<file path="src/rtl/core/color_space_converter_macros.svh">
// assertion macros for the color space converter
// expects clk_i and rst_ni in the scope of use
`ifndef COLOR_SPACE_CONVERTER_MACROS_SVH
`define COLOR_SPACE_CONVERTER_MACROS_SVH
`ifndef SYNTHESIS
`define CSC_ASSERT(lbl, prop) \
  lbl: assert property (@(posedge clk_i) disable iff (!rst_ni) prop) \
    else $error("csc assertion failed");
`define CSC_ASSERT_ALWAYS(lbl, prop) \
  lbl: assert property (@(posedge clk_i) prop) \
    else $error("csc assertion failed");
`else
`define CSC_ASSERT(lbl, prop)
`define CSC_ASSERT_ALWAYS(lbl, prop)
`endif
`endif

</file>
<file path="src/rtl/core/csc_pkg.sv">
// shared types, constants and helpers of the color space converter
// no dependencies
`default_nettype none
package csc_pkg;

  localparam int unsigned FRAC_BITS = 12;
  localparam int unsigned CW        = FRAC_BITS + 1;
  localparam int unsigned NUM_UNITS = 4;
  localparam int unsigned HUE_DW    = FRAC_BITS + 3;

  typedef logic [CW-1:0] chan_t;

  localparam chan_t          ONE    = {1'b1, {FRAC_BITS{1'b0}}};
  localparam chan_t          HALF   = {2'b01, {(FRAC_BITS - 1){1'b0}}};
  localparam logic [CW:0]    ONE_X2 = {1'b1, {CW{1'b0}}};

  localparam logic [1:0] SPACE_RGB = 2'd0;
  localparam logic [1:0] SPACE_HSL = 2'd1;
  localparam logic [1:0] SPACE_HSV = 2'd2;

  localparam logic [1:0] CFG_IDX_SRC = 2'd0;
  localparam logic [1:0] CFG_IDX_TGT = 2'd1;

  typedef struct packed {
    chan_t c0;
    chan_t c1;
    chan_t c2;
  } pix_t;

  typedef struct packed {
    logic [NUM_UNITS-1:0] step_en;
  } ctl_t;

  function automatic chan_t clamp_one(input logic [CW:0] v);
    if (v > {1'b0, ONE}) begin
      return ONE;
    end
    return v[CW-1:0];
  endfunction

endpackage
`default_nettype wire

</file>
<file path="src/rtl/core/csc_hsv2rgb.sv">
// hsv to rgb step: chroma and sector, second component, channel assembly
// depends on csc_pkg
`default_nettype none
module csc_hsv2rgb import csc_pkg::*; #(
  parameter int unsigned UNIT = 2
) (
  input  logic  clk_i,
  input  logic  rst_ni,
  input  logic  adv_i,
  input  logic  valid_i,
  input  pix_t  pix_i,
  input  ctl_t  ctl_i,
  output logic  valid_o,
  output pix_t  pix_o,
  output ctl_t  ctl_o
);

  logic [2*CW-1:0]      vs;
  logic [FRAC_BITS+2:0] h6;
  logic [CW:0]          fold;
  chan_t                omd;

  always_comb begin
    vs   = pix_i.c2 * pix_i.c1;
    h6   = ({2'b00, pix_i.c0} << 2) + ({2'b00, pix_i.c0} << 1);
    // one minus distance of the sector fraction from one
    fold = ONE_X2 - {1'b0, h6[FRAC_BITS:0]};
    omd  = (h6[FRAC_BITS:0] >= ONE) ? fold[CW-1:0] : h6[FRAC_BITS:0];
  end

  logic       s1_valid_q;
  pix_t       s1_pix_q;
  ctl_t       s1_ctl_q;
  chan_t      s1_ch_q, s1_omd_q;
  logic [2:0] s1_sec_q;

  always_ff @(posedge clk_i or negedge rst_ni) begin
    if (!rst_ni) begin
      s1_valid_q <= 1'b0;
    end else if (adv_i) begin
      s1_valid_q <= valid_i;
    end
  end

  always_ff @(posedge clk_i) begin
    if (adv_i) begin
      s1_pix_q <= pix_i;
      s1_ctl_q <= ctl_i;
      s1_ch_q  <= vs[2*FRAC_BITS:FRAC_BITS];
      s1_omd_q <= omd;
      s1_sec_q <= h6[FRAC_BITS+2:FRAC_BITS];
    end
  end

  logic [2*CW-1:0] xprod;
  assign xprod = s1_ch_q * s1_omd_q;

  logic       s2_valid_q;
  pix_t       s2_pix_q;
  ctl_t       s2_ctl_q;
  chan_t      s2_ch_q, s2_x_q, s2_m_q;
  logic [2:0] s2_sec_q;

  always_ff @(posedge clk_i or negedge rst_ni) begin
    if (!rst_ni) begin
      s2_valid_q <= 1'b0;
    end else if (adv_i) begin
      s2_valid_q <= s1_valid_q;
    end
  end

  always_ff @(posedge clk_i) begin
    if (adv_i) begin
      s2_pix_q <= s1_pix_q;
      s2_ctl_q <= s1_ctl_q;
      s2_ch_q  <= s1_ch_q;
      s2_x_q   <= xprod[2*FRAC_BITS:FRAC_BITS];
      s2_m_q   <= (s1_pix_q.c2 >= s1_ch_q) ? s1_pix_q.c2 - s1_ch_q : '0;
      s2_sec_q <= s1_sec_q;
    end
  end

  chan_t r1, g1, b1;
  pix_t  rgb;

  always_comb begin
    r1 = '0;
    g1 = '0;
    b1 = '0;
    case (s2_sec_q)
      3'd0: begin
        r1 = s2_ch_q;
        g1 = s2_x_q;
      end
      3'd1: begin
        r1 = s2_x_q;
        g1 = s2_ch_q;
      end
      3'd2: begin
        g1 = s2_ch_q;
        b1 = s2_x_q;
      end
      3'd3: begin
        g1 = s2_x_q;
        b1 = s2_ch_q;
      end
      3'd4: begin
        r1 = s2_x_q;
        b1 = s2_ch_q;
      end
      3'd5: begin
        r1 = s2_ch_q;
        b1 = s2_x_q;
      end
      // full turn: grey only
      default: begin
      end
    endcase
    rgb.c0 = clamp_one({1'b0, r1} + {1'b0, s2_m_q});
    rgb.c1 = clamp_one({1'b0, g1} + {1'b0, s2_m_q});
    rgb.c2 = clamp_one({1'b0, b1} + {1'b0, s2_m_q});
  end

  logic s3_valid_q;
  pix_t s3_pix_q;
  ctl_t s3_ctl_q;

  always_ff @(posedge clk_i or negedge rst_ni) begin
    if (!rst_ni) begin
      s3_valid_q <= 1'b0;
    end else if (adv_i) begin
      s3_valid_q <= s2_valid_q;
    end
  end

  always_ff @(posedge clk_i) begin
    if (adv_i) begin
      s3_pix_q <= s2_ctl_q.step_en[UNIT] ? rgb : s2_pix_q;
      s3_ctl_q <= s2_ctl_q;
    end
  end

  assign valid_o = s3_valid_q;
  assign pix_o   = s3_pix_q;
  assign ctl_o   = s3_ctl_q;

endmodule
`default_nettype wire

</file>
<file path="config.mk">
export PLATFORM = sky130hd
export DESIGN_NAME = csc_hsv2rgb
export DESIGN_NICKNAME = d
export VERILOG_FILES = /design/src/rtl/core/color_space_converter_macros.svh /design/src/rtl/core/csc_pkg.sv /design/src/rtl/core/csc_hsv2rgb.sv
export SDC_FILE = /design/constraint.sdc
export NUM_CORES = 1
export LEC_CHECK = 0
export BUFFER_PORTS_ARGS = -buffer_cell sky130_fd_sc_hd__buf_2
export CORE_ASPECT_RATIO = 2
export CORE_MARGIN = 2
export CORE_UTILIZATION = 45
export CTS_BUF_LIST = sky130_fd_sc_hd__clkbuf_16
export DETAILED_ROUTE_END_ITERATION = 6
export SYNTH_ARGS = -nofsm -noshare
export SYNTH_HDL_FRONTEND = slang
export SYNTH_SLANG_ARGS = --single-unit
</file>
<file path="constraint.sdc">
create_clock -name clk_i -period 6 [get_ports clk_i]
set_input_delay 0.3 -clock clk_i [delete_from_list [all_inputs] [get_ports clk_i]]
set_output_delay 0.3 -clock clk_i [all_outputs]
set_load 0.01 [all_outputs]
</file>
==> flow_summary.yaml <==
finish:
  fillers: 4174
  fin_cells: 2658
  drive_gt1_share_pct: 9.035
  diodes: 0
  area_growth_pct: 9.909
  final_nets: 2564
synthesis:
  synth_warnings: 0
  synth_area_leaders: "edfxtp_1, fa_1, ha_1"
  yosys.area.top_type: "edfxtp_1"
  synth_fp_nets: 2471
  ys_types: 66
  synth_edf_count: 198
  avgSynthCellArea_um2: 10.10
  synthArstFlopShare_pct: 1.493
  netlist_instances: 1995
  yosysSeqAreaShare_pct: 29.88
  synth_top_area_share_pct: 29.50
  ys.flop_type: "edfxtp_1"
  ys_ff_latch: 201
  syn_area_um2: 20150
worst_setup_path:
  required_ns: 6.24
  startpoint: "s1_omd_q[4]$_DFFE_PP_"
  r2r-start: "s1_omd_q[4]$_DFFE_PP_"
  start_kind: "flip-flop"
  crit_path_max_fanout: 8
  path_cells: "buf_4 -> nand2_1 -> fa_1 -> inv_1 -> fa_1 -> fa_1 -> fa_1 -> inv_1 -> fa_1 -> inv_1 -> ha_1 -> nand2_1 -> nor4_1 -> a32oi_2 -> a211oi_2 -> nor3_2 -> o21bai_1 -> a21oi_1 -> xnor2_1"
  worst-path-buf-inv: 4
  critPathSlowestCell: "fa_1"
  max_stage_delay_ns: 0.55
  crit_arrival_ns: 6.03
  crit_path_end_kind: "flip-flop"
  cp_top_family: "adder cells"
  path_class: "flip-flop to flip-flop"
  cp_common_cell: "fa_1"
timing:
  hold_viol_final: 0
  period_needed_ns: 5.789
  tns_ns: 0
  finalClockSkew_ns: 0.02276
  fmax_mhz: 172.7
  setup_violations: 0
  fin_crit_sh_pct: 96.48
  worstMarginPinSlew_ns: 0.8989
  rsz0062_at_grt: "false"
  slew_violations: 0
  relSlewSlack_pct: 40.07
routing:
  first_pass_iters: 5
  avgRoutedWirePerCell_um: 19.11
  antenna_left: 0
  drt_drc_violations_left: 0
  vias_per_cell: 5.311
  dr.first_iter.drc_count: 568
  wirelength_um: 50790
  num_vias: 14120
worst_hold_path:
  hp-class: "input pin to flip-flop"
  hold_start: "pix_i[30]"
place:
  dp_cells: 2598
  hpwl_um: 41450
  place.gp.congestion: 0.8846
  placement.io_buffers: 90
die:
  initial_core_util_pct: 45.61
  die_y_um: 303.3
  ios: 91
  die_area_um2: 46600
  fp.dieW_um: 153.6
  rows: 109
  core_um2: 44190
clocking:
  cts-root-buf: "clkbuf_16"
  insertion_delay_ns: 0.52
  cts.sinks: 201
  cts_max_level: 1
  clk_pin_slew_ns: 0.06
  cts_tree: "yes"
  clockBufferDepth: 3
  numCtsBuffers: 21
global_routing:
  grt_pass1_vias: 15160
  grt_pass1_wl_um: 80950
  antenna_found_initial: 0
  overflow: 0
  grt_usage_pct: 22.24
  grt_max_degree: 82
flow_run:
  drv_cap: 0
status:
  status: "complete, no violations"
[cell type report]
class                           instances  area, um^2  share of cell area (%)
Tap cell                              555       694.4                   3.135
Clock inverter                         17       163.9                  0.7400
Multi-Input combinational cell       1323       12370                   55.86
Sequential cell                       201        6021                   27.18
Timing Repair Buffer                  143       879.6                   3.971
Inverter                              398        1494                   6.745
Clock buffer                           21       525.5                   2.372
[what timing repair did]
item                       4_1_cts  5_1_grt
buffers inserted                 0       13
hold buffers                     9        0
hold endpoints to repair        11        0
gates resized for setup          0        3
setup endpoints to repair        0        2
[cell usage after synthesis (4+ instances only)]
cell	number
inv_1	397
nand2_1	262
fa_1	232
edfxtp_1	198
ha_1	197
and2_1	137
a21oi_1	68
clkbuf_1	65
xnor2_1	51
nor2_1	41
o22ai_1	34
o21ai_0	33
xor2_1	33
mux2i_1	27
a21o_1	21
nor3_1	19
a211oi_1	16
nand2b_1	14
o21a_1	12
nand3_1	11
and3_1	10
nor2b_1	8
nand4_1	7
o32ai_1	7
o21bai_1	6
o22ai_2	6
buf_1	5
nor3b_1	5
or3_1	5
nand3b_1	4
o21ai_1	4
or4_1	4
[placed cells by master, fill, tap and decap left out, drive strengths merged, types with 10 or more instances in the layout]
| master | n |
|---|---|
| inv | 404 |
| o21a | 12 |
| nand3 | 11 |
| and3 | 10 |
| xnor2 | 52 |
| o22ai | 40 |
| and2 | 137 |
| ha | 197 |
| clkbuf | 22 |
| a21oi | 69 |
| buf | 133 |
| a21o | 21 |
| nand2 | 262 |
| nand2b | 14 |
| a211oi | 17 |
| nor2 | 41 |
| nor3 | 19 |
| mux2i | 27 |
| fa | 232 |
| edfxtp | 198 |
| xor2 | 33 |
| o21ai | 37 |
[final timing paths]
kind	to	slack (ns)	cells past startpoint
setup reg to reg	s2_x_q[12]$_DFFE_PP_	0.21	19
max in group asynchronous	valid_o$_DFFE_PN0P_	5.79	2
min in group asynchronous	s1_valid_q$_DFFE_PN0P_	0.11	2
hold reg to reg	s2_pix_q[18]$_DFFE_PP_	0.42	0
setup / recovery	s2_x_q[12]$_DFFE_PP_	0.21	19
hold / removal	s1_pix_q[30]$_DFFE_PP_	0.03	1
[kinds of logic (layout without fill, tap and decap cells)]
logic type,Yosys count,after routing,synth area share (%)
simple gates,538,538,12.89
xor+xnor,85,85,3.731
buf+inv,471,579,8.822
flops,201,201,29.88
mux,30,30,1.509
compound gates,241,241,7.897
fa+ha+maj,429,429,35.28
[registers in the layout, indices dropped and copies added (netlist names)]
name and count:
ctl_o 4, pix_o 39, s1_ch_q 13, s1_ctl_q 4
s1_omd_q 11, s1_pix_q 39, s1_sec_q 3, s1_valid_q 1
s2_ch_q 13, s2_ctl_q 4, s2_m_q 13, s2_pix_q 39
s2_sec_q 3, s2_valid_q 1, s2_x_q 13, valid_o 1
[through the flow]
step	hold slack [ns]	area, um^2	util (%)	worst slack, ns
6_report	0.02561	22150	50.13	0.2112
5_1_grt	0.006628	22150	50.13	0.01680
4_1_cts	0.002746	22030	49.87	0.02121
3_5_place_dp	0.1003	21260	48.10	0.05164
3_3_place_gp	0.09398	21260	48.10	0.2873
2_1_floorplan	0.004409	20150	-	0.7691
[layer usage]
metal,vias to the layer above,track usage (%),routed length [um]
met2,337,45.25,29180
met3,100,1.410,1385
met1,7058,23.00,17870
met5,-,0,0
li1,6622,-,-
met4,0,9.633,2355
Power is not shown: default switching activity piles up to over one toggle a cycle in this logic, so the estimate is an artifact.
