--- src/rtl/core/color_space_converter_macros.svh ---
// assertion macros for the color space converter
// expects clk_i and rst_ni in the scope of use
`ifndef COLOR_SPACE_CONVERTER_MACROS_SVH
`define COLOR_SPACE_CONVERTER_MACROS_SVH
`ifndef SYNTHESIS
`define CSC_ASSERT(lbl, prop) \
  lbl: assert property (@(posedge clk_i) disable iff (!rst_ni) prop) \
    else $error("csc assertion failed");
`define CSC_ASSERT_ALWAYS(lbl, prop) \
  lbl: assert property (@(posedge clk_i) prop) \
    else $error("csc assertion failed");
`else
`define CSC_ASSERT(lbl, prop)
`define CSC_ASSERT_ALWAYS(lbl, prop)
`endif
`endif

--- src/rtl/core/csc_pkg.sv ---
// shared types, constants and helpers of the color space converter
// no dependencies
`default_nettype none
package csc_pkg;

  localparam int unsigned FRAC_BITS = 12;
  localparam int unsigned CW        = FRAC_BITS + 1;
  localparam int unsigned NUM_UNITS = 4;
  localparam int unsigned HUE_DW    = FRAC_BITS + 3;

  typedef logic [CW-1:0] chan_t;

  localparam chan_t          ONE    = {1'b1, {FRAC_BITS{1'b0}}};
  localparam chan_t          HALF   = {2'b01, {(FRAC_BITS - 1){1'b0}}};
  localparam logic [CW:0]    ONE_X2 = {1'b1, {CW{1'b0}}};

  localparam logic [1:0] SPACE_RGB = 2'd0;
  localparam logic [1:0] SPACE_HSL = 2'd1;
  localparam logic [1:0] SPACE_HSV = 2'd2;

  localparam logic [1:0] CFG_IDX_SRC = 2'd0;
  localparam logic [1:0] CFG_IDX_TGT = 2'd1;

  typedef struct packed {
    chan_t c0;
    chan_t c1;
    chan_t c2;
  } pix_t;

  typedef struct packed {
    logic [NUM_UNITS-1:0] step_en;
  } ctl_t;

  function automatic chan_t clamp_one(input logic [CW:0] v);
    if (v > {1'b0, ONE}) begin
      return ONE;
    end
    return v[CW-1:0];
  endfunction

endpackage
`default_nettype wire

--- src/rtl/core/csc_div.sv ---
// pipelined restoring divider, one quotient bit per stage, several lanes
// carries a sideband word along; no package dependency
`default_nettype none
module csc_div #(
  parameter int unsigned LANES = 1,
  parameter int unsigned DW    = 13,
  parameter int unsigned QW    = 13,
  parameter int unsigned SW    = 1
) (
  input  logic                            clk_i,
  input  logic                            rst_ni,
  input  logic                            adv_i,
  input  logic                            valid_i,
  input  logic [LANES-1:0][QW+DW-1:0]     num_i,
  input  logic [LANES-1:0][DW-1:0]        den_i,
  input  logic [SW-1:0]                   side_i,
  output logic                            valid_o,
  output logic [LANES-1:0][QW-1:0]        quot_o,
  output logic [SW-1:0]                   side_o
);

  function automatic logic [DW:0] div_step(input logic [DW-1:0] rem,
                                           input logic bit_in,
                                           input logic [DW-1:0] den);
    logic [DW:0] t;
    logic [DW:0] diff;
    t    = {rem, bit_in};
    diff = t - {1'b0, den};
    if (t >= {1'b0, den}) begin
      return {1'b1, diff[DW-1:0]};
    end
    return {1'b0, t[DW-1:0]};
  endfunction

  logic                            valid_q [QW];
  logic [LANES-1:0][QW-1:0]        lq_q    [QW];
  logic [SW-1:0]                   side_q  [QW];
  logic [LANES-1:0][DW-1:0]        rem_q   [QW-1];
  logic [LANES-1:0][DW-1:0]        den_q   [QW-1];

  for (genvar k = 0; k < QW; k++) begin : g_stage
    logic                     v_in;
    logic [LANES-1:0][DW-1:0] rem_in;
    logic [LANES-1:0][DW-1:0] den_in;
    logic [LANES-1:0][QW-1:0] lq_in;
    logic [SW-1:0]            side_in;
    logic [LANES-1:0][DW-1:0] rem_d;
    logic [LANES-1:0][QW-1:0] lq_d;

    if (k == 0) begin : g_first
      assign v_in    = valid_i;
      assign den_in  = den_i;
      assign side_in = side_i;
      for (genvar l = 0; l < LANES; l++) begin : g_split
        // upper part is already below the divisor
        assign rem_in[l] = num_i[l][QW+DW-1:QW];
        assign lq_in[l]  = num_i[l][QW-1:0];
      end
    end else begin : g_next
      assign v_in    = valid_q[k-1];
      assign den_in  = den_q[k-1];
      assign side_in = side_q[k-1];
      assign rem_in  = rem_q[k-1];
      assign lq_in   = lq_q[k-1];
    end

    for (genvar l = 0; l < LANES; l++) begin : g_lane
      logic [DW:0] st;
      assign st       = div_step(rem_in[l], lq_in[l][QW-1], den_in[l]);
      assign rem_d[l] = st[DW-1:0];
      assign lq_d[l]  = {lq_in[l][QW-2:0], st[DW]};
    end

    always_ff @(posedge clk_i or negedge rst_ni) begin
      if (!rst_ni) begin
        valid_q[k] <= 1'b0;
      end else if (adv_i) begin
        valid_q[k] <= v_in;
      end
    end

    always_ff @(posedge clk_i) begin
      if (adv_i) begin
        lq_q[k]   <= lq_d;
        side_q[k] <= side_in;
      end
    end

    if (k < QW - 1) begin : g_keep
      always_ff @(posedge clk_i) begin
        if (adv_i) begin
          rem_q[k] <= rem_d;
          den_q[k] <= den_in;
        end
      end
    end
  end

  assign valid_o = valid_q[QW-1];
  assign quot_o  = lq_q[QW-1];
  assign side_o  = side_q[QW-1];

endmodule
`default_nettype wire

--- src/rtl/core/csc_rgb2hsl.sv ---
// rgb to hsl step: extrema, hue numerator, then hue and saturation division
// depends on csc_pkg and csc_div
`default_nettype none
module csc_rgb2hsl import csc_pkg::*; #(
  parameter int unsigned UNIT = 0
) (
  input  logic  clk_i,
  input  logic  rst_ni,
  input  logic  adv_i,
  input  logic  valid_i,
  input  pix_t  pix_i,
  input  ctl_t  ctl_i,
  output logic  valid_o,
  output pix_t  pix_o,
  output ctl_t  ctl_o
);

  typedef struct packed {
    pix_t  orig;
    ctl_t  ctl;
    chan_t lum;
    logic  dz;
    logic  denz;
  } sb_t;

  localparam int unsigned SW = $bits(sb_t);

  chan_t mx, mn;

  always_comb begin
    mx = pix_i.c0;
    if (pix_i.c1 > mx) mx = pix_i.c1;
    if (pix_i.c2 > mx) mx = pix_i.c2;
    mn = pix_i.c0;
    if (pix_i.c1 < mn) mn = pix_i.c1;
    if (pix_i.c2 < mn) mn = pix_i.c2;
  end

  logic  s1_valid_q;
  pix_t  s1_pix_q;
  ctl_t  s1_ctl_q;
  chan_t s1_mx_q, s1_mn_q;
  logic  s1_isr_q, s1_isg_q;

  always_ff @(posedge clk_i or negedge rst_ni) begin
    if (!rst_ni) begin
      s1_valid_q <= 1'b0;
    end else if (adv_i) begin
      s1_valid_q <= valid_i;
    end
  end

  always_ff @(posedge clk_i) begin
    if (adv_i) begin
      s1_pix_q <= pix_i;
      s1_ctl_q <= ctl_i;
      s1_mx_q  <= mx;
      s1_mn_q  <= mn;
      s1_isr_q <= (mx == pix_i.c0);
      s1_isg_q <= (mx == pix_i.c1);
    end
  end

  chan_t             delta;
  logic [CW:0]       sum;
  logic [HUE_DW-1:0] d15, d6, num;
  logic [CW:0]       den_w;

  always_comb begin
    delta = s1_mx_q - s1_mn_q;
    sum   = {1'b0, s1_mx_q} + {1'b0, s1_mn_q};
    d15   = {2'b00, delta};
    d6    = (d15 << 2) + (d15 << 1);
    if (s1_isr_q) begin
      if (s1_pix_q.c1 >= s1_pix_q.c2) begin
        num = {2'b00, s1_pix_q.c1 - s1_pix_q.c2};
      end else begin
        num = d6 - {2'b00, s1_pix_q.c2 - s1_pix_q.c1};
      end
    end else if (s1_isg_q) begin
      num = {2'b00, s1_pix_q.c2} + (d15 << 1) - {2'b00, s1_pix_q.c0};
    end else begin
      num = {2'b00, s1_pix_q.c0} + (d15 << 2) - {2'b00, s1_pix_q.c1};
    end
    den_w = (sum > {1'b0, ONE}) ? (ONE_X2 - sum) : sum;
  end

  logic              s2_valid_q;
  logic [HUE_DW-1:0] s2_num_q, s2_d6_q;
  chan_t             s2_delta_q, s2_den_q;
  sb_t               s2_sb_q;

  always_ff @(posedge clk_i or negedge rst_ni) begin
    if (!rst_ni) begin
      s2_valid_q <= 1'b0;
    end else if (adv_i) begin
      s2_valid_q <= s1_valid_q;
    end
  end

  always_ff @(posedge clk_i) begin
    if (adv_i) begin
      s2_num_q     <= num;
      s2_d6_q      <= d6;
      s2_delta_q   <= delta;
      s2_den_q     <= den_w[CW-1:0];
      s2_sb_q.orig <= s1_pix_q;
      s2_sb_q.ctl  <= s1_ctl_q;
      s2_sb_q.lum  <= sum[CW:1];
      s2_sb_q.dz   <= (delta == '0);
      s2_sb_q.denz <= (den_w == '0);
    end
  end

  logic [1:0][CW+HUE_DW-1:0] div_num;
  logic [1:0][HUE_DW-1:0]    div_den;
  logic [1:0][CW-1:0]        quot;
  logic [SW-1:0]             side_out;
  logic                      div_valid;
  sb_t                       sb;

  assign div_num[0] = {1'b0, s2_num_q, {FRAC_BITS{1'b0}}};
  assign div_den[0] = s2_d6_q;
  assign div_num[1] = {3'b000, s2_delta_q, {FRAC_BITS{1'b0}}};
  assign div_den[1] = {2'b00, s2_den_q};

  csc_div #(
    .LANES(2),
    .DW   (HUE_DW),
    .QW   (CW),
    .SW   (SW)
  ) u_div (
    .clk_i  (clk_i),
    .rst_ni (rst_ni),
    .adv_i  (adv_i),
    .valid_i(s2_valid_q),
    .num_i  (div_num),
    .den_i  (div_den),
    .side_i (s2_sb_q),
    .valid_o(div_valid),
    .quot_o (quot),
    .side_o (side_out)
  );

  chan_t hue, sat;

  always_comb begin
    sb  = sb_t'(side_out);
    hue = sb.dz ? '0 : quot[0];
    if (sb.dz) begin
      sat = '0;
    end else if (sb.denz) begin
      sat = ONE;
    end else begin
      sat = clamp_one({1'b0, quot[1]});
    end
    if (sb.ctl.step_en[UNIT]) begin
      pix_o = '{c0: hue, c1: sat, c2: sb.lum};
    end else begin
      pix_o = sb.orig;
    end
  end

  assign valid_o = div_valid;
  assign ctl_o   = sb.ctl;

endmodule
`default_nettype wire

--- config.mk ---
export PLATFORM = sky130hd
export DESIGN_NAME = csc_rgb2hsl
export DESIGN_NICKNAME = d
export VERILOG_FILES = /design/src/rtl/core/color_space_converter_macros.svh /design/src/rtl/core/csc_pkg.sv /design/src/rtl/core/csc_div.sv /design/src/rtl/core/csc_rgb2hsl.sv
export SDC_FILE = /design/constraint.sdc
export NUM_CORES = 2
export LEC_CHECK = 0
export ABC_AREA = 1
export BUFFER_PORTS_ARGS = -buffer_cell sky130_fd_sc_hd__buf_4
export CORE_MARGIN = 8
export CORE_UTILIZATION = 50
export DETAILED_ROUTE_END_ITERATION = 10
export PLACE_DENSITY_LB_ADDON = 0.2
export SLEW_MARGIN = 30
export SYNTH_ARGS = -nofsm -noshare
export SYNTH_HDL_FRONTEND = slang
export SYNTH_SLANG_ARGS = --single-unit
--- constraint.sdc ---
create_clock -name clk_i -period 5 [get_ports clk_i]
set_input_delay 0.75 -clock clk_i [delete_from_list [all_inputs] [get_ports clk_i]]
set_output_delay 0.75 -clock clk_i [all_outputs]
set_load 0.05 [all_outputs]
==> impl_metrics.py <==
metrics = {
    "status": {
        "status": "complete, no violations",
    },
    "logic_synthesis": {
        "yosysTopAreaCellShare_pct": 64.8,
        "syn_area_um2": 82400,
        "synth_cell_types": 68,
        "synthCells": 6719,
        "synth_seq_cells": 1793,
        "postSynth.asyncResetShare_pct": 0.837,
        "yosysSeqAreaShare_pct": 65.2,
        "synth_ff_type": "edfxtp_1",
        "synth_fp_nets": 7313,
        "synth.largest_area_cell": "edfxtp_1",
        "synth_edf_count": 1778,
        "yosysWarnings": 0,
        "synth.avg_cell_area_um2": 12.3,
        "synth_area_leaders": "edfxtp_1, ha_1, nand2_1, inv_1, a21oi_1",
    },
    "global_route": {
        "grt_pass1_vias": 47900,
        "grt_overflow": 0,
        "grt_max_degree": 141,
        "grt_antenna_before_repair": 5,
        "grt_pass1_wl_mm": 258,
        "track_usage_pct": 18.2,
    },
    "critical_path": {
        "path_class": "flop to flop",
        "endpoint": "s2_num_q[9]",
        "required_ns": 5.62,
        "r2r_start": "s1_mn_q[0]",
        "worstRegToRegCells": 21,
        "timing.rr.end": "s2_num_q[9]",
        "critical_path_arrival_ns": 5.16,
        "cp-startpoint": "s1_mn_q[0]",
        "crit_fanout": 4,
        "cp-start-kind": "flop",
        "endpoint_kind": "flop",
        "rrSetupSlack_ns": 0.46,
    },
    "place": {
        "port_buffers": 90,
        "dpl-instance-area_um2": 86200,
        "dp.cells": 8975,
        "preCtsSetupSlack_ns": 0.361,
        "dp_hpwl_mm": 125,
        "finalWeightedCongestion": 0.920,
    },
    "sta": {
        "setup_violations": 0,
        "maxSlewViolCount": 0,
        "final_hold_viol_count": 0,
        "clock.fmax_mhz": 220,
        "post-route-period-util_pct": 90.9,
        "slew_headroom_pct": 43.7,
        "clock_skew_ns": 0.0434,
        "post-route-min-period_ns": 4.54,
        "rsz0062_at_grt": "false",
        "holdWs_ns": 0.121,
        "tns_ns": 0,
        "tightest_slew_ns": 0.844,
        "setup_slack_ns": 0.456,
    },
    "cts": {
        "root_buffer": "clkbuf_16",
        "cts_buffers": 181,
        "cts_max_path_buffers": 3,
        "clkTransAtPathRegs_ns": 0.06,
        "cts_tree": "yes",
        "clk_latency_ns": 0.83,
        "cts.sinks": 1793,
        "cts_htree_levels": 4,
    },
    "cells_and_area": {
        "drive_above_1_share_pct": 7.92,
        "layout.cells.non_filler": 9314,
        "final_cell_mix": "edfxtp_1, nand2_1, inv_1",
        "fin_area_um2": 92400,
        "mostFrequentLayoutCell": "edfxtp_1",
        "final_nets": 7565,
        "area.growth.synth_to_final_pct": 12.1,
        "fillCellCount": 13400,
        "utilization_pct": 56.2,
    },
    "drt": {
        "wirelength_mm": 166,
        "top_layer": "met5",
        "via_per_inst": 5.17,
        "wl_met1_mm": 67.3,
        "avgRoutedWirePerCell_um": 17.8,
        "drt.antenna.violating_nets": 0,
        "drtPass1Iterations": 8,
        "wl_met2_mm": 86.4,
        "vias": 48200,
        "drc": 0,
        "drt_iter0_markers": 2976,
        "met3_wirelength_mm": 5.80,
    },
    "pwr": {
        "p_leak_nw": 37.1,
        "finalPower_mw": 57.7,
        "ir_worst_vdd_v": 0.000386,
        "p_per_area_nw_per_um2": 625,
    },
    "die": {
        "std_cell_rows": 149,
        "initial_utilization_pct": 50.1,
        "die_w_um": 422,
        "io_pins": 91,
        "die_h_um": 422,
        "core_area_um2": 164000,
        "dieArea_um2": 178000,
    },
    "worst_hold_path": {
        "hp-class": "input port to flop",
    },
    "flow_run": {
        "cap_violations": 0,
    },
}
==> worst max-delay path, cell delays in order, from the launching register on <==
cell	delay, ns
edfxtp_1	0.40
ha_1	0.25
fa_1	0.44
inv_1	0.14
nand3_1	0.10
nand3_1	0.10
nand2_1	0.10
ha_1	0.33
nand3_1	0.08
and2_1	0.20
xnor2_1	0.35
ha_1	0.35
a21o_1	0.22
nor2_1	0.14
nand2_1	0.07
nand2_1	0.08
nand2_1	0.06
a21oi_1	0.23
o21ai_0	0.12
a21oi_1	0.24
a21oi_1	0.08
o21ai_0	0.27
==> routing by layer <==
| layer | GRT usage (%) | up-vias |
|---|---|---|
| li1 | - | 24100 |
| met1 | 21.0 | 22700 |
| met2 | 33.8 | 974 |
| met3 | 2.77 | 326 |
| met4 | 7.26 | 2 |
| met5 | 0 | - |
==> power breakdown <==
part	total [mW]	switching [mW]	leakage, nW	internal [mW]
logic	21.9	13.7	16.6	8.20
registers	22.2	1.50	17.5	20.7
clock network	13.7	5.75	2.96	7.91
total	57.7	20.9	37.1	36.8
==> kinds of logic (layout without fill, tap and decap cells) <==
logic type	count (synthesis)	after routing	synth area share, %
muxes	17	17	0.232
and+or+nand+nor	1847	1847	9.58
AOI/OAI and AO/OA	1199	1199	8.03
DFF	1793	1793	65.2
buffers and inverters	991	1396	4.65
xor gates and xnor gates	325	325	3.48
other	0	1	0
adders and majority gates	547	547	8.80
==> what timing repair did <==
action	CTS	global route
resized for setup	0	0
buffers inserted	0	0
hold endpoints to repair	15	0
hold buffers	1	0
==> Yosys cell counts, types with 9 or more instances <==
cell type / count
nor2_1: 314
nand2_1: 1042
a21o_1: 32
o21bai_1: 27
nor2_2: 11
or2_2: 23
a21boi_0: 13
xor2_1: 176
a21oi_1: 513
fa_1: 55
nand3b_1: 17
o21ai_0: 459
nand3_1: 269
a211oi_1: 21
dfrtp_1: 15
inv_1: 879
edfxtp_1: 1778
nor4_1: 10
nor3_1: 52
o2111ai_1: 12
a31oi_1: 36
nor2_4: 9
a221oi_1: 12
xnor2_1: 146
ha_1: 492
mux2_2: 17
clkbuf_1: 53
inv_2: 11
nand4_1: 53
nand2_2: 23
buf_2: 26
==> registers in the layout, indices dropped and copies added, names as in the netlist <==
register            cells
s2_num_q               15
s1_ctl_q                4
s1_isr_q                1
s2_d6_q                13
s1_pix_q               39
u_div.side_q          754
s1_mx_q                13
s2_den_q               12
s1_isg_q                1
s1_valid_q              1
u_div.lq_q            182
u_div.valid_o           1
s1_mn_q                13
s2_sb_q                58
u_div.g_stage.v_in     12
s2_delta_q             13
u_div.rem_q           348
u_div.den_q           312
s2_valid_q              1
==> area by class of cell <==
class / instances / area [µm²] / share of cell area (%)
Multi-Input combinational cell: 3935 / 24900 / 26.9
Inverter: 893 / 3360 / 3.63
Sequential cell: 1793 / 53800 / 58.2
Clock inverter: 132 / 1580 / 1.71
Tap cell: 2189 / 2740 / 2.96
Clock buffer: 204 / 4630 / 5.01
Timing Repair Buffer: 167 / 1490 / 1.61
Antenna cell: 1 / 2.50 / 0.00271
==> worst min-delay path by stage <==
| stage | startpoint | to | slack [ns] | cells after the start |
|---|---|---|---|---|
| finish | ctl_i[1] | s1_ctl_q[1] | 0.12 | 1 |
| global route | ctl_i[2] | s1_ctl_q[2] | 0.05 | 1 |
| CTS | ctl_i[2] | s1_ctl_q[2] | 0.03 | 1 |
| detailed placement | u_div.lq_q[1][69] | u_div.lq_q[1][96] | 0.40 | 0 |
| global placement | u_div.side_q[0][75] | u_div.side_q[0][133] | 0.40 | 0 |
| floorplan | s1_ctl_q[0] | s2_sb_q[15] | 0.40 | 0 |
(Power assumes the default switching activity.)
