## src/rtl/core/color_space_converter_macros.svh

```systemverilog
// assertion macros for the color space converter
// expects clk_i and rst_ni in the scope of use
`ifndef COLOR_SPACE_CONVERTER_MACROS_SVH
`define COLOR_SPACE_CONVERTER_MACROS_SVH
`ifndef SYNTHESIS
`define CSC_ASSERT(lbl, prop) \
  lbl: assert property (@(posedge clk_i) disable iff (!rst_ni) prop) \
    else $error("csc assertion failed");
`define CSC_ASSERT_ALWAYS(lbl, prop) \
  lbl: assert property (@(posedge clk_i) prop) \
    else $error("csc assertion failed");
`else
`define CSC_ASSERT(lbl, prop)
`define CSC_ASSERT_ALWAYS(lbl, prop)
`endif
`endif

```

## src/rtl/core/csc_pkg.sv

```systemverilog
// shared types, constants and helpers of the color space converter
// no dependencies
`default_nettype none
package csc_pkg;

  localparam int unsigned FRAC_BITS = 12;
  localparam int unsigned CW        = FRAC_BITS + 1;
  localparam int unsigned NUM_UNITS = 4;
  localparam int unsigned HUE_DW    = FRAC_BITS + 3;

  typedef logic [CW-1:0] chan_t;

  localparam chan_t          ONE    = {1'b1, {FRAC_BITS{1'b0}}};
  localparam chan_t          HALF   = {2'b01, {(FRAC_BITS - 1){1'b0}}};
  localparam logic [CW:0]    ONE_X2 = {1'b1, {CW{1'b0}}};

  localparam logic [1:0] SPACE_RGB = 2'd0;
  localparam logic [1:0] SPACE_HSL = 2'd1;
  localparam logic [1:0] SPACE_HSV = 2'd2;

  localparam logic [1:0] CFG_IDX_SRC = 2'd0;
  localparam logic [1:0] CFG_IDX_TGT = 2'd1;

  typedef struct packed {
    chan_t c0;
    chan_t c1;
    chan_t c2;
  } pix_t;

  typedef struct packed {
    logic [NUM_UNITS-1:0] step_en;
  } ctl_t;

  function automatic chan_t clamp_one(input logic [CW:0] v);
    if (v > {1'b0, ONE}) begin
      return ONE;
    end
    return v[CW-1:0];
  endfunction

endpackage
`default_nettype wire

```

## src/rtl/core/csc_div.sv

```systemverilog
// pipelined restoring divider, one quotient bit per stage, several lanes
// carries a sideband word along; no package dependency
`default_nettype none
module csc_div #(
  parameter int unsigned LANES = 1,
  parameter int unsigned DW    = 13,
  parameter int unsigned QW    = 13,
  parameter int unsigned SW    = 1
) (
  input  logic                            clk_i,
  input  logic                            rst_ni,
  input  logic                            adv_i,
  input  logic                            valid_i,
  input  logic [LANES-1:0][QW+DW-1:0]     num_i,
  input  logic [LANES-1:0][DW-1:0]        den_i,
  input  logic [SW-1:0]                   side_i,
  output logic                            valid_o,
  output logic [LANES-1:0][QW-1:0]        quot_o,
  output logic [SW-1:0]                   side_o
);

  function automatic logic [DW:0] div_step(input logic [DW-1:0] rem,
                                           input logic bit_in,
                                           input logic [DW-1:0] den);
    logic [DW:0] t;
    logic [DW:0] diff;
    t    = {rem, bit_in};
    diff = t - {1'b0, den};
    if (t >= {1'b0, den}) begin
      return {1'b1, diff[DW-1:0]};
    end
    return {1'b0, t[DW-1:0]};
  endfunction

  logic                            valid_q [QW];
  logic [LANES-1:0][QW-1:0]        lq_q    [QW];
  logic [SW-1:0]                   side_q  [QW];
  logic [LANES-1:0][DW-1:0]        rem_q   [QW-1];
  logic [LANES-1:0][DW-1:0]        den_q   [QW-1];

  for (genvar k = 0; k < QW; k++) begin : g_stage
    logic                     v_in;
    logic [LANES-1:0][DW-1:0] rem_in;
    logic [LANES-1:0][DW-1:0] den_in;
    logic [LANES-1:0][QW-1:0] lq_in;
    logic [SW-1:0]            side_in;
    logic [LANES-1:0][DW-1:0] rem_d;
    logic [LANES-1:0][QW-1:0] lq_d;

    if (k == 0) begin : g_first
      assign v_in    = valid_i;
      assign den_in  = den_i;
      assign side_in = side_i;
      for (genvar l = 0; l < LANES; l++) begin : g_split
        // upper part is already below the divisor
        assign rem_in[l] = num_i[l][QW+DW-1:QW];
        assign lq_in[l]  = num_i[l][QW-1:0];
      end
    end else begin : g_next
      assign v_in    = valid_q[k-1];
      assign den_in  = den_q[k-1];
      assign side_in = side_q[k-1];
      assign rem_in  = rem_q[k-1];
      assign lq_in   = lq_q[k-1];
    end

    for (genvar l = 0; l < LANES; l++) begin : g_lane
      logic [DW:0] st;
      assign st       = div_step(rem_in[l], lq_in[l][QW-1], den_in[l]);
      assign rem_d[l] = st[DW-1:0];
      assign lq_d[l]  = {lq_in[l][QW-2:0], st[DW]};
    end

    always_ff @(posedge clk_i or negedge rst_ni) begin
      if (!rst_ni) begin
        valid_q[k] <= 1'b0;
      end else if (adv_i) begin
        valid_q[k] <= v_in;
      end
    end

    always_ff @(posedge clk_i) begin
      if (adv_i) begin
        lq_q[k]   <= lq_d;
        side_q[k] <= side_in;
      end
    end

    if (k < QW - 1) begin : g_keep
      always_ff @(posedge clk_i) begin
        if (adv_i) begin
          rem_q[k] <= rem_d;
          den_q[k] <= den_in;
        end
      end
    end
  end

  assign valid_o = valid_q[QW-1];
  assign quot_o  = lq_q[QW-1];
  assign side_o  = side_q[QW-1];

endmodule
`default_nettype wire

```

## src/rtl/core/csc_hsl2hsv.sv

```systemverilog
// hsl to hsv step: chroma product, value sum, then saturation division
// depends on csc_pkg and csc_div
`default_nettype none
module csc_hsl2hsv import csc_pkg::*; #(
  parameter int unsigned UNIT = 1
) (
  input  logic  clk_i,
  input  logic  rst_ni,
  input  logic  adv_i,
  input  logic  valid_i,
  input  pix_t  pix_i,
  input  ctl_t  ctl_i,
  output logic  valid_o,
  output pix_t  pix_o,
  output ctl_t  ctl_o
);

  typedef struct packed {
    pix_t  orig;
    ctl_t  ctl;
    chan_t val;
    logic  black;
    logic  vz;
  } sb_t;

  localparam int unsigned SW = $bits(sb_t);

  logic [FRAC_BITS-1:0]    t;
  logic [2*FRAC_BITS:0]    prod;

  always_comb begin
    // distance of lightness from the nearer end
    if (pix_i.c2 <= HALF) begin
      t = pix_i.c2[FRAC_BITS-1:0];
    end else begin
      t = FRAC_BITS'(ONE - pix_i.c2);
    end
    prod = pix_i.c1 * t;
  end

  logic                 s1_valid_q;
  pix_t                 s1_pix_q;
  ctl_t                 s1_ctl_q;
  logic [FRAC_BITS-1:0] s1_p_q;
  logic                 s1_black_q;

  always_ff @(posedge clk_i or negedge rst_ni) begin
    if (!rst_ni) begin
      s1_valid_q <= 1'b0;
    end else if (adv_i) begin
      s1_valid_q <= valid_i;
    end
  end

  always_ff @(posedge clk_i) begin
    if (adv_i) begin
      s1_pix_q   <= pix_i;
      s1_ctl_q   <= ctl_i;
      s1_p_q     <= prod[2*FRAC_BITS-1:FRAC_BITS];
      s1_black_q <= (pix_i.c1 == '0) && (pix_i.c2 == '0);
    end
  end

  logic [CW:0] v_sum;
  assign v_sum = {1'b0, s1_pix_q.c2} + {2'b00, s1_p_q};

  logic                 s2_valid_q;
  logic [FRAC_BITS-1:0] s2_p_q;
  chan_t                s2_v_q;
  sb_t                  s2_sb_q;

  always_ff @(posedge clk_i or negedge rst_ni) begin
    if (!rst_ni) begin
      s2_valid_q <= 1'b0;
    end else if (adv_i) begin
      s2_valid_q <= s1_valid_q;
    end
  end

  always_ff @(posedge clk_i) begin
    if (adv_i) begin
      s2_p_q        <= s1_p_q;
      s2_v_q        <= clamp_one(v_sum);
      s2_sb_q.orig  <= s1_pix_q;
      s2_sb_q.ctl   <= s1_ctl_q;
      s2_sb_q.val   <= clamp_one(v_sum);
      s2_sb_q.black <= s1_black_q;
      s2_sb_q.vz    <= (v_sum == '0);
    end
  end

  logic [0:0][2*CW-1:0] div_num;
  logic [0:0][CW-1:0]   div_den;
  logic [0:0][CW-1:0]   quot;
  logic [SW-1:0]        side_out;
  logic                 div_valid;
  sb_t                  sb;
  chan_t                sat;

  // 2*p scaled by one
  assign div_num[0] = {1'b0, s2_p_q, {CW{1'b0}}};
  assign div_den[0] = s2_v_q;

  csc_div #(
    .LANES(1),
    .DW   (CW),
    .QW   (CW),
    .SW   (SW)
  ) u_div (
    .clk_i  (clk_i),
    .rst_ni (rst_ni),
    .adv_i  (adv_i),
    .valid_i(s2_valid_q),
    .num_i  (div_num),
    .den_i  (div_den),
    .side_i (s2_sb_q),
    .valid_o(div_valid),
    .quot_o (quot),
    .side_o (side_out)
  );

  always_comb begin
    sb  = sb_t'(side_out);
    sat = sb.vz ? '0 : clamp_one({1'b0, quot[0]});
    if (sb.ctl.step_en[UNIT] && !sb.black) begin
      pix_o = '{c0: sb.orig.c0, c1: sat, c2: sb.val};
    end else begin
      pix_o = sb.orig;
    end
  end

  assign valid_o = div_valid;
  assign ctl_o   = sb.ctl;

endmodule
`default_nettype wire

```

## config.mk

```make
export PLATFORM = sky130hd
export DESIGN_NAME = csc_hsl2hsv
export DESIGN_NICKNAME = d
export VERILOG_FILES = /design/src/rtl/core/color_space_converter_macros.svh /design/src/rtl/core/csc_pkg.sv /design/src/rtl/core/csc_div.sv /design/src/rtl/core/csc_hsl2hsv.sv
export SDC_FILE = /design/constraint.sdc
export NUM_CORES = 1
export LEC_CHECK = 0
export BUFFER_PORTS_ARGS = -buffer_cell sky130_fd_sc_hd__buf_2
export CORE_ASPECT_RATIO = 1.4
export CORE_MARGIN = 1.5
export CORE_UTILIZATION = 45
export DETAILED_ROUTE_END_ITERATION = 8
export MAX_ROUTING_LAYER = met4
export SYNTH_ARGS = -nofsm -noshare
export SYNTH_HDL_FRONTEND = slang
export SYNTH_SLANG_ARGS = --single-unit
```

## constraint.sdc

```tcl
create_clock -name clk_i -period 4 [get_ports clk_i]
set_input_delay 0.2 -clock clk_i [delete_from_list [all_inputs] [get_ports clk_i]]
set_output_delay 0.2 -clock clk_i [all_outputs]
set_load 0.03 [all_outputs]
```

==> results by stage <==
Run status:
- The run finished, with violations left.
- The checks that failed: negative setup slack.

Synthesis:
- After synthesis, the netlist uses 80 different library cells.
- The synthesized area is 50000 um^2.
- The number of nets handed over by synthesis was 3689.
- Synthesis handed over a netlist of 3284 instances.
- The flop and latch count out of synthesis is between 1000 and 1500.
- The most common flop cell mapped by yosys is sky130_fd_sc_hd__edfxtp_1.
- The part of the Yosys area used for sequential elements is 68.4%.
- The synthesis warning total is 0.
- Of all cell types, the one taking the most synthesized area is sky130_fd_sc_hd__edfxtp_1.
- Counting flops with an async set or reset pin after synthesis yields a share of 1.31%.
- The fraction of post-synthesis cell area in the top cell type by area is around 68%.
- Yosys attributes the largest share of cell area to sky130_fd_sc_hd__edfxtp_1 (68%), sky130_fd_sc_hd__ha_1 (5.9%), sky130_fd_sc_hd__fa_1 (4.8%).
- The mean area per synthesized cell is approximately 15 um^2.
- The number of enable flip-flop cells after synthesis is 1127.

Floorplanning:
- The floorplan step set the die width to 285 um.
- Once the floorplan was initialized, standard cells occupied 45.5% of the core.
- From bottom edge to top edge, the die measures 398 um.
- The number of primary I/O pins is 91.
- The floorplan step defined a die boundary enclosing 113000 um^2.
- The core outline area is 110000 um^2.
- The number of standard-cell rows in the floorplan is between 100 and 150.

Layout:
- The area growth from synthesis to layout is 15.5%.
- The final design area excluding fillers is roughly 58000 um^2.
- The number of non-filler instances in the completed layout is 5169.
- The layout has around 9100 filler cells.
- The storage element area is ~34000 um^2.
- In the final design database the tool counted 4026 nets.
- The area of the multi-input gates is roughly 14000 um^2.
- In the final layout, the share of cells above drive strength 1 is 17.4%.
- The number of antenna diodes in the final layout is 0.

Setup path:
- The endpoint identified for the worst register-to-register timing path is s2_sb_q[0].
- The launching point of the worst reg2reg path is s1_pix_q[0].
- The endpoint required time on the critical path is 4.47 ns.
- In this run the worst path has a maximum fanout of 8.
- The type of destination of the critical path is a flip-flop.
- The arrival time at the worst endpoint is about 6.0 ns.
- The critical path is of the in2reg type.
- The worst register-to-register path has a depth of 9.
- The reg-to-reg setup timing slack is 0.31 ns.
- The category of the worst setup path launch point is an input pin.

Clocking:
- TritonCTS built the clock tree.
- CTS built an H-tree with a depth of 3.
- Clock tree synthesis found a total of 1142 sinks.
- At the later pin of the worst-skew pair, clock insertion delay measures 0.72 ns.
- The tree is rooted in a sky130_fd_sc_hd__clkbuf_16.
- Clock-pin slew was measured on the worst setup and hold paths at approximately 0.07 ns.
- Counting the buffers created by CTS gives 103.
- The maximum number of buffers from clock root to sink is 3.

STA:
- The number of max-slew violations in the final report is 0.
- Measured against its own limit, the worst slew margin works out to 28.9%.
- In the final timing run, aggregate negative setup slack is -16.34 ns.
- The count of final setup violators is 12.
- The number of failing hold endpoints at the final stage is 0.
- The setup skew after layout is 0.0614 ns.
- After layout, the worst path uses 137% of the clock period.
- Setup repair after global routing could not meet its margin everywhere.
- For the pin with the worst max-slew slack, the measured transition is 1.06 ns.
- Timing would allow up to 0.182 GHz.
- The clock period minus worst slack is ~5.5 ns.
- The final worst-path setup slack is -1.50 ns.

Routing:
- The vias per cell is 4.92.
- Dividing the detail-routed wire length by the instance count gives 16.1 um.
- Signal routing reaches up to met4.
- The routed length on met1 is 30500 um.
- The total iterations of the first detailed-routing run is 5.
- Detailed routing placed a total of 2130 um of wire on met3.
- The DRC violation count after routing is 0.
- Wire segments on met2 add up to 47300 um in the final route.
- The starting DRC count in detailed routing is 1280.
- The detail route stage leaves a number of antenna-violating nets equal to 0.
- The post-detailed-routing wire length is 83200 um.
- The via count is approximately 25000.

Place:
- Summed over all nets, the half-perimeter wirelength after detailed placement is ~60000 um.
- Once placement completed, the tool counted placed cells totaling 4913.
- The quantity of I/O buffers inserted on ports is 90.
- After detailed placement, the total cell area comes to 53300 um^2.
- Routability-driven placement finished with a final weighted congestion of 0.889.
- The post-placement worst setup slack is -2.65 ns.

Min path:
- The number of cells traversed by the worst hold path is 1.
- The path class of the tightest hold or removal check is in2reg.
- The worst hold path begins at adv_i.
- The worst hold path endpoint is u_div.side_q[3][16].

Global route:
- Entering global routing, the biggest net connects 149 pins.
- The initial antenna violation count is 0.
- The global router's overall resource usage is 15.3%.
- The number of global-route vias before repair is 26212.
- The wire length of the first global-routing pass is 133000 um.
- The leftover overflow at the end of global routing is 0.

Flow run:
- The number of max-cap violations is 0.

Power and ir drop:
- The overall power is 44400 uW.
- The worst voltage drop across the vdd grid is 0.879 mV.
- The ratio of total power to cell area is 767 nW/um^2.
- The static leakage is 0.0224 uW.
Yosys cell counts (44+ instances only):
cell type	instances
sky130_fd_sc_hd__xnor2_1	90
sky130_fd_sc_hd__nand3_1	44
sky130_fd_sc_hd__mux2_2	113
sky130_fd_sc_hd__nor3_1	65
sky130_fd_sc_hd__nor2_1	115
sky130_fd_sc_hd__and2_1	55
sky130_fd_sc_hd__ha_1	237
sky130_fd_sc_hd__edfxtp_1	1127
sky130_fd_sc_hd__fa_1	121
sky130_fd_sc_hd__o21ai_0	82
sky130_fd_sc_hd__clkbuf_1	46
sky130_fd_sc_hd__nand2_1	201
sky130_fd_sc_hd__a21oi_1	105
sky130_fd_sc_hd__inv_1	392
cells by family (layout without fill, tap and decap cells):
family          after synthesis  in the layout  synth area share, %
simple gates                647            647                 6.39
compound gates              404            404                 5.43
fa+ha+maj                   358            358                 10.8
flops                      1142           1142                 68.4
mux                         140            140                 3.12
xor+xnor                    129            129                 2.26
buf+inv                     464            889                 3.67
layout by cell type, fill, tap and decap left out, drive strengths merged, types with 51 or more instances in the layout:
| cell | n |
|---|---|
| a21oi | 107 |
| and2 | 55 |
| buf | 260 |
| clkbuf | 117 |
| clkinv | 51 |
| edfxtp | 1127 |
| fa | 121 |
| ha | 237 |
| inv | 396 |
| mux2 | 126 |
| nand2 | 201 |
| nor2 | 115 |
| nor3 | 66 |
| o21ai | 93 |
| xnor2 | 90 |
state kept, by name, summed over array words and instances (netlist names):
| signal | count |
|---|---|
| u_div.rem_q | 156 |
| s1_p_q | 12 |
| u_div.lq_q | 91 |
| s2_p_q | 12 |
| s1_valid_q | 1 |
| s2_valid_q | 1 |
| u_div.g_stage.v_in | 12 |
| s1_ctl_q | 4 |
| u_div.den_q | 153 |
| s2_sb_q | 58 |
| s1_pix_q | 39 |
| u_div.valid_o | 1 |
| u_div.side_q | 601 |
| s1_black_q | 1 |
worst max-delay path by stage:
stage / startpoint / endpoint / slack, ns / cells past startpoint
after floorplan: pix_i[0] / s1_p_q[10] / -2.24 / 25
after global placement: pix_i[1] / s1_p_q[10] / -2.55 / 25
after detailed placement: pix_i[1] / s1_p_q[10] / -2.65 / 26
after CTS: pix_i[1] / s1_p_q[8] / -1.46 / 26
after global routing: pix_i[1] / s1_p_q[10] / -1.69 / 27
final: pix_i[1] / s1_p_q[10] / -1.50 / 26
cell type report:
class,instances,share of cell area (%)
flip-flops and latches,1142,59.2
multi-input cells,1678,24.9
well taps,1460,3.16
repair buffers,304,4.10
clock inverters,76,1.57
clock buffers,117,4.55
inverters,392,2.55
worst max-delay path, stage by stage:
cell	delay, ns
sky130_fd_sc_hd__buf_6	0.10
sky130_fd_sc_hd__inv_4	0.05
sky130_fd_sc_hd__ha_4	0.12
sky130_fd_sc_hd__nor4b_4	0.23
sky130_fd_sc_hd__a31oi_2	0.17
sky130_fd_sc_hd__or2_4	0.29
sky130_fd_sc_hd__o31ai_4	0.07
sky130_fd_sc_hd__xnor2_2	0.16
sky130_fd_sc_hd__buf_12	0.17
sky130_fd_sc_hd__nand2_4	0.05
sky130_fd_sc_hd__fa_1	0.48
sky130_fd_sc_hd__fa_1	0.51
sky130_fd_sc_hd__fa_1	0.52
sky130_fd_sc_hd__inv_2	0.05
sky130_fd_sc_hd__fa_1	0.50
sky130_fd_sc_hd__inv_1	0.05
sky130_fd_sc_hd__fa_1	0.49
sky130_fd_sc_hd__inv_2	0.05
sky130_fd_sc_hd__ha_4	0.21
sky130_fd_sc_hd__a21o_1	0.17
sky130_fd_sc_hd__a21o_1	0.16
sky130_fd_sc_hd__a211o_4	0.35
sky130_fd_sc_hd__a221o_1	0.39
sky130_fd_sc_hd__a21bo_1	0.23
sky130_fd_sc_hd__a21oi_2	0.13
sky130_fd_sc_hd__xnor2_1	0.09
stage by stage:
stage | utilization, % | hold WS, ns
after global routing | 52.5 | 0.0256
final | 52.5 | 0.000746
after global placement | 48.4 | 0.112
after CTS | 52.3 | 0.000691
after floorplan | - | -0.0956
after detailed placement | 48.4 | 0.112
timing repair:
action | CTS | global route
pin swaps | 51 | 24
hold endpoints to repair | 57 | 0
resized for setup | 49 | 45
cloned | 0 | 0
buffers inserted | 9 | 11
endpoints found under the setup margin | 12 | 12
hold buffers | 44 | 0
power by group:
group	internal, uW	switching (uW)	total [uW]	leakage (uW)
sequential	16000	856	16800	0.0112
combinational	8410	9060	17500	0.00944
clock	5760	4310	10100	0.00172
metal layers:
| layer | global-route usage [%] | vias up |
|---|---|---|
| met5 | - | - |
| met1 | 15.0 | 12324 |
| met3 | 2.12 | 194 |
| met4 | 6.78 | 0 |
| met2 | 29.6 | 329 |
| li1 | - | 12596 |
Note: power is estimated with default switching activity, not from simulation.
